## src/hw/rtl/rps_pkg.sv

```systemverilog
// ----------------------------------------------------------------------------
// rps_pkg
// Shared types, constants and helpers of the resource placement scorer.
// ----------------------------------------------------------------------------
`default_nettype none

package rps_pkg;

  // default table sizes
  localparam int NODE_COUNT_DEF = 16;
  localparam int TYPE_COUNT_DEF = 4;
  localparam int TASK_SLOTS_DEF = 16;

  // datapath widths
  localparam int VAL_W  = 32;
  localparam int SUM_W  = 48;
  localparam int NUM_W  = 48;
  localparam int DEN_W  = 33;
  localparam int CONF_W = 17;

  localparam logic [VAL_W-1:0]  EPSILON_Q = 32'd66;
  localparam logic [CONF_W-1:0] ONE_Q     = 17'h10000;

  // operation codes
  localparam logic [2:0] OP_OFFER    = 3'd0;
  localparam logic [2:0] OP_WITHDRAW = 3'd1;
  localparam logic [2:0] OP_SUBMIT   = 3'd2;
  localparam logic [2:0] OP_SET_REQ  = 3'd3;
  localparam logic [2:0] OP_CANCEL   = 3'd4;
  localparam logic [2:0] OP_SCHEDULE = 3'd5;

  typedef struct packed {
    logic [2:0]       operation;
    logic [3:0]       node;
    logic [1:0]       res_type;
    logic [VAL_W-1:0] capacity;
    logic [VAL_W-1:0] utilization;
    logic [VAL_W-1:0] unit_cost;
    logic [3:0]       task_index;
    logic [VAL_W-1:0] amount;
    logic [15:0]      preferred_mask;
  } req_t;

  typedef struct packed {
    logic              found;
    logic              assigned;
    logic [3:0]        chosen_node;
    logic [SUM_W-1:0]  total_cost;
    logic [CONF_W-1:0] confidence;
    logic [3:0]        echo_task;
  } rsp_t;

  // controller to datapath
  typedef struct packed {
    logic take;
    logic exec;
    logic node_start;
    logic rd;
    logic check;
    logic acc;
    logic nend;
    logic fin;
    logic cdiv;
    logic load;
  } cmd_t;

  // datapath to controller
  typedef struct packed {
    logic sched_go;
    logic cand;
    logic need_t;
    logic check_ok;
    logic div_done;
    logic have;
    logic count_zero;
  } sts_t;

  // saturating 48-bit add
  function automatic logic [SUM_W-1:0] sat_add(input logic [SUM_W-1:0] a,
                                               input logic [SUM_W-1:0] b);
    logic [SUM_W:0] s;
    s = {1'b0, a} + {1'b0, b};
    return s[SUM_W] ? {SUM_W{1'b1}} : s[SUM_W-1:0];
  endfunction

endpackage

`default_nettype wire

```

## src/hw/rtl/rps_ctrl.sv

```systemverilog
// ----------------------------------------------------------------------------
// rps_ctrl
// Sequencer: walks nodes and required types for a schedule request.
// ----------------------------------------------------------------------------
`default_nettype none

module rps_ctrl #(
  parameter int NODE_COUNT = rps_pkg::NODE_COUNT_DEF,
  parameter int TYPE_COUNT = rps_pkg::TYPE_COUNT_DEF,
  localparam int NW = $clog2(NODE_COUNT),
  localparam int TW = (TYPE_COUNT > 1) ? $clog2(TYPE_COUNT) : 1
) (
  input  wire logic          clk,
  input  wire logic          rst,
  input  wire logic          req_valid,
  output logic               req_stall,
  input  wire logic          rsp_stall,
  output logic               rsp_valid,
  input  wire rps_pkg::sts_t sts,
  output rps_pkg::cmd_t      cmd,
  output logic [NW-1:0]      n,
  output logic [TW-1:0]      t
);
  import rps_pkg::*;

  typedef enum logic [3:0] {
    S_IDLE, S_DECODE, S_NODE, S_TYPE, S_READ, S_CHECK, S_DIV,
    S_TNEXT, S_NEND, S_NEXT, S_FIN, S_CDIV, S_DONE
  } state_t;

  state_t state;
  logic   rsp_free;

  assign req_stall = (state != S_IDLE);
  assign rsp_free  = !rsp_valid || !rsp_stall;

  // commands decoded from state
  always_comb begin
    cmd.take       = (state == S_IDLE) && req_valid;
    cmd.exec       = (state == S_DECODE);
    cmd.node_start = (state == S_NODE) && sts.cand;
    cmd.rd         = (state == S_TYPE) && sts.need_t;
    cmd.check      = (state == S_CHECK);
    cmd.acc        = (state == S_DIV) && sts.div_done;
    cmd.nend       = (state == S_NEND);
    cmd.fin        = (state == S_FIN);
    cmd.cdiv       = (state == S_CDIV) && sts.div_done;
    cmd.load       = (state == S_DONE) && rsp_free;
  end

  always_ff @(posedge clk) begin
    if (rst) begin
      state     <= S_IDLE;
      rsp_valid <= 1'b0;
      n         <= '0;
      t         <= '0;
    end else begin
      // result offered on load, dropped once taken
      if (state == S_DONE && rsp_free) begin
        rsp_valid <= 1'b1;
      end else if (!rsp_stall) begin
        rsp_valid <= 1'b0;
      end
      unique case (state)
        S_IDLE:   if (req_valid) state <= S_DECODE;
        S_DECODE: begin
          if (sts.sched_go) begin
            n     <= '0;
            state <= S_NODE;
          end else begin
            state <= S_DONE;
          end
        end
        S_NODE: begin
          if (sts.cand) begin
            t     <= '0;
            state <= S_TYPE;
          end else begin
            state <= S_NEXT;
          end
        end
        S_TYPE:   state <= sts.need_t ? S_READ : S_TNEXT;
        S_READ:   state <= S_CHECK;
        S_CHECK:  state <= sts.check_ok ? S_DIV : S_NEXT;
        S_DIV:    if (sts.div_done) state <= S_TNEXT;
        S_TNEXT: begin
          if (t == TW'(TYPE_COUNT - 1)) begin
            state <= S_NEND;
          end else begin
            t     <= t + 1'b1;
            state <= S_TYPE;
          end
        end
        S_NEND:   state <= S_NEXT;
        S_NEXT: begin
          if (n == NW'(NODE_COUNT - 1)) begin
            state <= S_FIN;
          end else begin
            n     <= n + 1'b1;
            state <= S_NODE;
          end
        end
        S_FIN:    state <= (sts.have && !sts.count_zero) ? S_CDIV : S_DONE;
        S_CDIV:   if (sts.div_done) state <= S_DONE;
        S_DONE: begin
          if (rsp_free) begin
            state <= S_IDLE;
          end
        end
        default:  state <= S_IDLE;
      endcase
    end
  end

endmodule

`default_nettype wire

```

## config.mk

```make
export PLATFORM = sky130hd
export DESIGN_NAME = rps_ctrl
export DESIGN_NICKNAME = d
export VERILOG_FILES = /design/src/hw/rtl/rps_pkg.sv /design/src/hw/rtl/rps_ctrl.sv
export SDC_FILE = /design/constraint.sdc
export NUM_CORES = 1
export LEC_CHECK = 0
export BUFFER_PORTS_ARGS = -buffer_cell sky130_fd_sc_hd__buf_2
export CAP_MARGIN = 25
export CORE_UTILIZATION = 56
export CTS_BUF_LIST = sky130_fd_sc_hd__clkbuf_4
export DETAILED_ROUTE_END_ITERATION = 8
export GPL_TIMING_DRIVEN = 1
export HOLD_SLACK_MARGIN = 0.03
export MAX_ROUTING_LAYER = met4
export PLACE_DENSITY = 0.95
export REMOVE_ABC_BUFFERS = 1
export SKIP_CTS_REPAIR_TIMING = 1
export SLEW_MARGIN = 40
export SYNTH_ARGS = -nofsm -noshare
export SYNTH_HDL_FRONTEND = slang
export SYNTH_SLANG_ARGS = --single-unit
```

## constraint.sdc

```tcl
create_clock -name clk -period 2.3 [get_ports clk]
set_input_delay 0.46 -clock clk [delete_from_list [all_inputs] [get_ports clk]]
set_output_delay 0.46 -clock clk [all_outputs]
set_load 0.03 [all_outputs]
```

Word-level counts from Yosys, hierarchy flattened
Cells that the tools add are included.
{ "word_totals": {"output_inout_bits": 18, "ff_bits": 11, "wordCells": 67} }
{ "op_classes": {"eq_ne": 23, "reduce_logical": 18, "add_sub_neg": 2, "n_mux": 20} }
{ "op_table": {"columns": ["cell", "count"], "rows": [
  ["$pmux 4 s13", 1],
  ["$mux 4", 11],
  ["$eq 4x4->1 const B", 6],
  ["$eq 4x3->1 const B", 4],
  ["$ne 2x2->1 const B", 8],
  ["$eq 4x2->1 const B", 2],
  ["$pmux 4 s2", 1],
  ["$logic_and 1x1->1", 7],
  ["$mux 2", 3],
  ["$reduce_and 3->1", 2],
  ["$add 4x1->4 const B", 1],
  ["$eq 4x1->1 const B", 1],
  ["$logic_not 4->1", 1],
  ["$pmux 2 s2", 1],
  ["$reduce_and 4->1", 1],
  ["$reduce_bool 2->1", 2],
  ["$reduce_bool 4->1", 1],
  ["$logic_not 1->1", 3],
  ["$mux 3", 1],
  ["$add 2x1->2 const B", 1],
  ["$eq 2x2->1 const B", 1],
  ["$mux 1", 2],
  ["$ne 2x1->1 const B", 1],
  ["$logic_or 1x1->1", 1]
]} }

Longest topological paths before layout
{ "logic_depth": {"ltp_word": 4, "mapped_depth": 7} }

Worst setup path after synthesis
No wires, ideal clock.
{ "synth_timing": {"path_kind": "register to output", "from": "register state[3]", "to": "output port cmd[4] (netlist name)", "path_slack_ns": 0.127, "arrival_ns": 1.713, "n_path_buf": 2, "t_required_ns": 1.840, "stages_incl_launch_ff": 4, "path_cell_list": "dfxtp_1 > buf_2 > buf_2 > nor4b_1"} }
{ "synth_rtl": {"columns": ["element", "line", "rtl"], "rows": [
  ["start: declaration", "rps_ctrl.sv:31", "state_t state;"],
  ["start signal: assignment", "rps_ctrl.sv:82", "S_TYPE: state <= sts.need_t ? S_READ : S_TNEXT;"],
  ["start signal: assignment", "rps_ctrl.sv:84", "S_CHECK: state <= sts.check_ok ? S_DIV : S_NEXT;"],
  ["start signal: assignment", "rps_ctrl.sv:103", "S_FIN: state <= (sts.have && !sts.count_zero) ? S_CDIV : S_DONE;"],
  ["end: declaration", "rps_ctrl.sv:20", "output rps_pkg::cmd_t cmd,"]
]} }

==> run_results.csv <==
group,metric,value,unit
cts,cts.path.max_buffers,2,
routing,wire_per_inst,15.0,um
routing,drt_iter0_drc,37,
finish,nFillCells,110,
grt,grt_pass1_wl,3750,um
pwr,peakVddDrop,0.000482,V
routing,drc,1,
timing,hold_slack,466,ps
placement,portBuffers,28,
flow_run,maxCapViolCount,0,
synthesis,async_flop_share,0,%
timing,drv_slew,0,
pwr,p_leak,0.455,nW
timing,setup_violations,0,
cts,cts_tree,"done",
worst_setup_path,end_kind,"output port",
worst_setup_path,critPathRequiredTime,1840,ps
timing,rsz0062_at_grt,"no",
floorplan,io_pins,29,
synthesis,yosys-top-cells-area,"dfxtp_1, nand2b_1, nor2b_1, a21oi_1, buf_6",
synthesis,synth_top_area_share,24.8,%
routing,dr.pass1.iters,6,
synthesis,synth_edf_count,0,
timing,hold_violations,0,
timing,slew_headroom,73.0,%
worst_setup_path,crit_type,"flop to output port",
finish,syn_to_final_growth,16.2,%
synthesis,syn_area,890,um2
finish,diodes,0,
worst_setup_path,arrival,1600,ps
timing,finalCriticalPeriod,2060,ps
floorplan,dieHeight,41.9,um
grt,grt_antenna_before_repair,0,
cts,clk_pin_slew,70,ps
placement,dp_hpwl,1680,um
timing,max_freq,484,MHz
cts,cts_made_buffers,3,
floorplan,start_util,59.7,%
placement,gp_congestion,0.919,
floorplan,coreArea,0.00149,mm2
synthesis,synth_largest_area_cell,"dfxtp_1",
synthesis,yosysSeqAreaShare,24.8,%
cts,cts_root_buf,"clkbuf_4",
finish,final_cell_mix,"buf_2, dfxtp_1, nand2b_1",
routing,num_vias,943,
pwr,power_density,740,mW/mm2
finish,final_common_cell,"buf_2",
synthesis,synth_ff_type,"dfxtp_1",
synthesis,yosysWarnings,0,
hold_path,hold_path.class,"primary input to flop",
floorplan,die_area,0.00175,mm2
timing,fin_crit_sh,89.8,%
status,violations,"DRC",
synthesis,netlist_instances,109,
timing,tightest_slew,404,ps
cts,htree_levels,1,
grt,track_usage,28.6,%
status,status,"complete, but fails checks",
worst_setup_path,critPathLaunchType,"flop",
synthesis,synth.avg_cell_area,8.16,um2
floorplan,num_rows,14,
grt,grt_max_degree,22,
timing,fin_skew,9.06,ps
synthesis,synth_seq_cells,11,
routing,ant_nets,0,
timing,final.setup.tns,0,ps
synthesis,synthDistinctLibCells,44,
routing,viasPerCell,6.29,
grt,overflow,0,
cts,clkSinkCount,11,
routing,wirelength,2250,um
finish,layout-drive-gt1-share,30.6,%
cts,clk_latency,290,ps
floorplan,die_x,41.9,um
worst_setup_path,rrSetupSlack,570,ps
finish,final_nets,148,
grt,grt_pass1_vias,827,
worst_setup_path,crit_path_max_fanout,14,
-- worst max-delay path: stages (launching register included) --
cell     delay (ps)
dfxtp_1         570
or2b_4          350
nor3b_1         180
buf_2           220
-- report_power, final --
group	total, mW	internal, mW	leakage [nW]	switching (mW)
clock	0.157	0.0793	0.0184	0.0778
sequential	0.272	0.210	0.0899	0.0623
combinational	0.336	0.133	0.347	0.202
total	0.765	0.423	0.455	0.342
-- sequential cells by signal, summed over array words and instances (netlist names) --
signal,cells
n,4
rsp_valid,1
state,4
t,2
-- synth_stat cells (all sizes together), types with 2 or more instances --
library cell / instances
o32ai: 2
clkbuf: 2
and2: 2
buf: 7
nor4b: 3
a2bb2oi: 2
nor2: 8
and3: 2
nor4: 2
nand2: 4
xnor2: 2
dfxtp: 11
nor3: 8
nand2b: 9
xor2: 2
nand3b: 2
a21oi: 7
and4: 3
mux2i: 2
o21ai: 5
nor2b: 7
ha: 2
-- metrics by stage --
| stage | setup WS, ps | total power, mW | instances | utilization [%] | area [um2] |
|---|---|---|---|---|---|
| CTS | 69.8 | 0.758 | 150 | 69.2 | 1030 |
| finish | 235 | 0.765 | 150 | 69.4 | 1030 |
| floorplan | 30.8 | 0.504 | 100 | - | 826 |
| detailed placement | 394 | 0.603 | 146 | 67.2 | 1000 |
| global route | 135 | 0.805 | 150 | 69.4 | 1030 |
| global placement | 468 | 0.593 | 146 | 67.2 | 1000 |
-- final timing paths --
check,startpoint,end,cells after the start
worst max-delay path,state[3],cmd[0],3
worst min-delay path,rst,state[2],2
worst max register to register,state[3],state[1],5
worst min register to register,t[1],t[1],2
-- final cells by class --
type	instances	area, um2	area share (%)
Timing Repair Buffer	30	155	15.0
Multi-Input combinational cell	88	602	58.2
Clock buffer	4	30.0	2.91
Inverter	1	3.75	0.363
Sequential cell	11	223	21.5
Tap cell	16	20.0	1.94
-- logic make-up (layout without fill, tap and decap cells) --
logic type / count (synthesis) / count (layout) / synth area share [%]
buffers and inverters: 10 / 35 / 7.59
xor gates and xnor gates: 4 / 4 / 3.94
AOI/OAI and AO/OA: 25 / 25 / 18.6
adders and majority gates: 2 / 2 / 2.81
muxes: 2 / 2 / 2.25
DFF: 11 / 11 / 24.8
and+or+nand+nor: 55 / 55 / 40.1
-- routing by layer --
metal  routed length [um]  GRT usage (%)
met5                    0              -
met4                   33           12.9
met3                  160           4.78
met2                 1100           43.1
met1                  962           37.5
No activity file was read; power rests on OpenSTA's default activity.
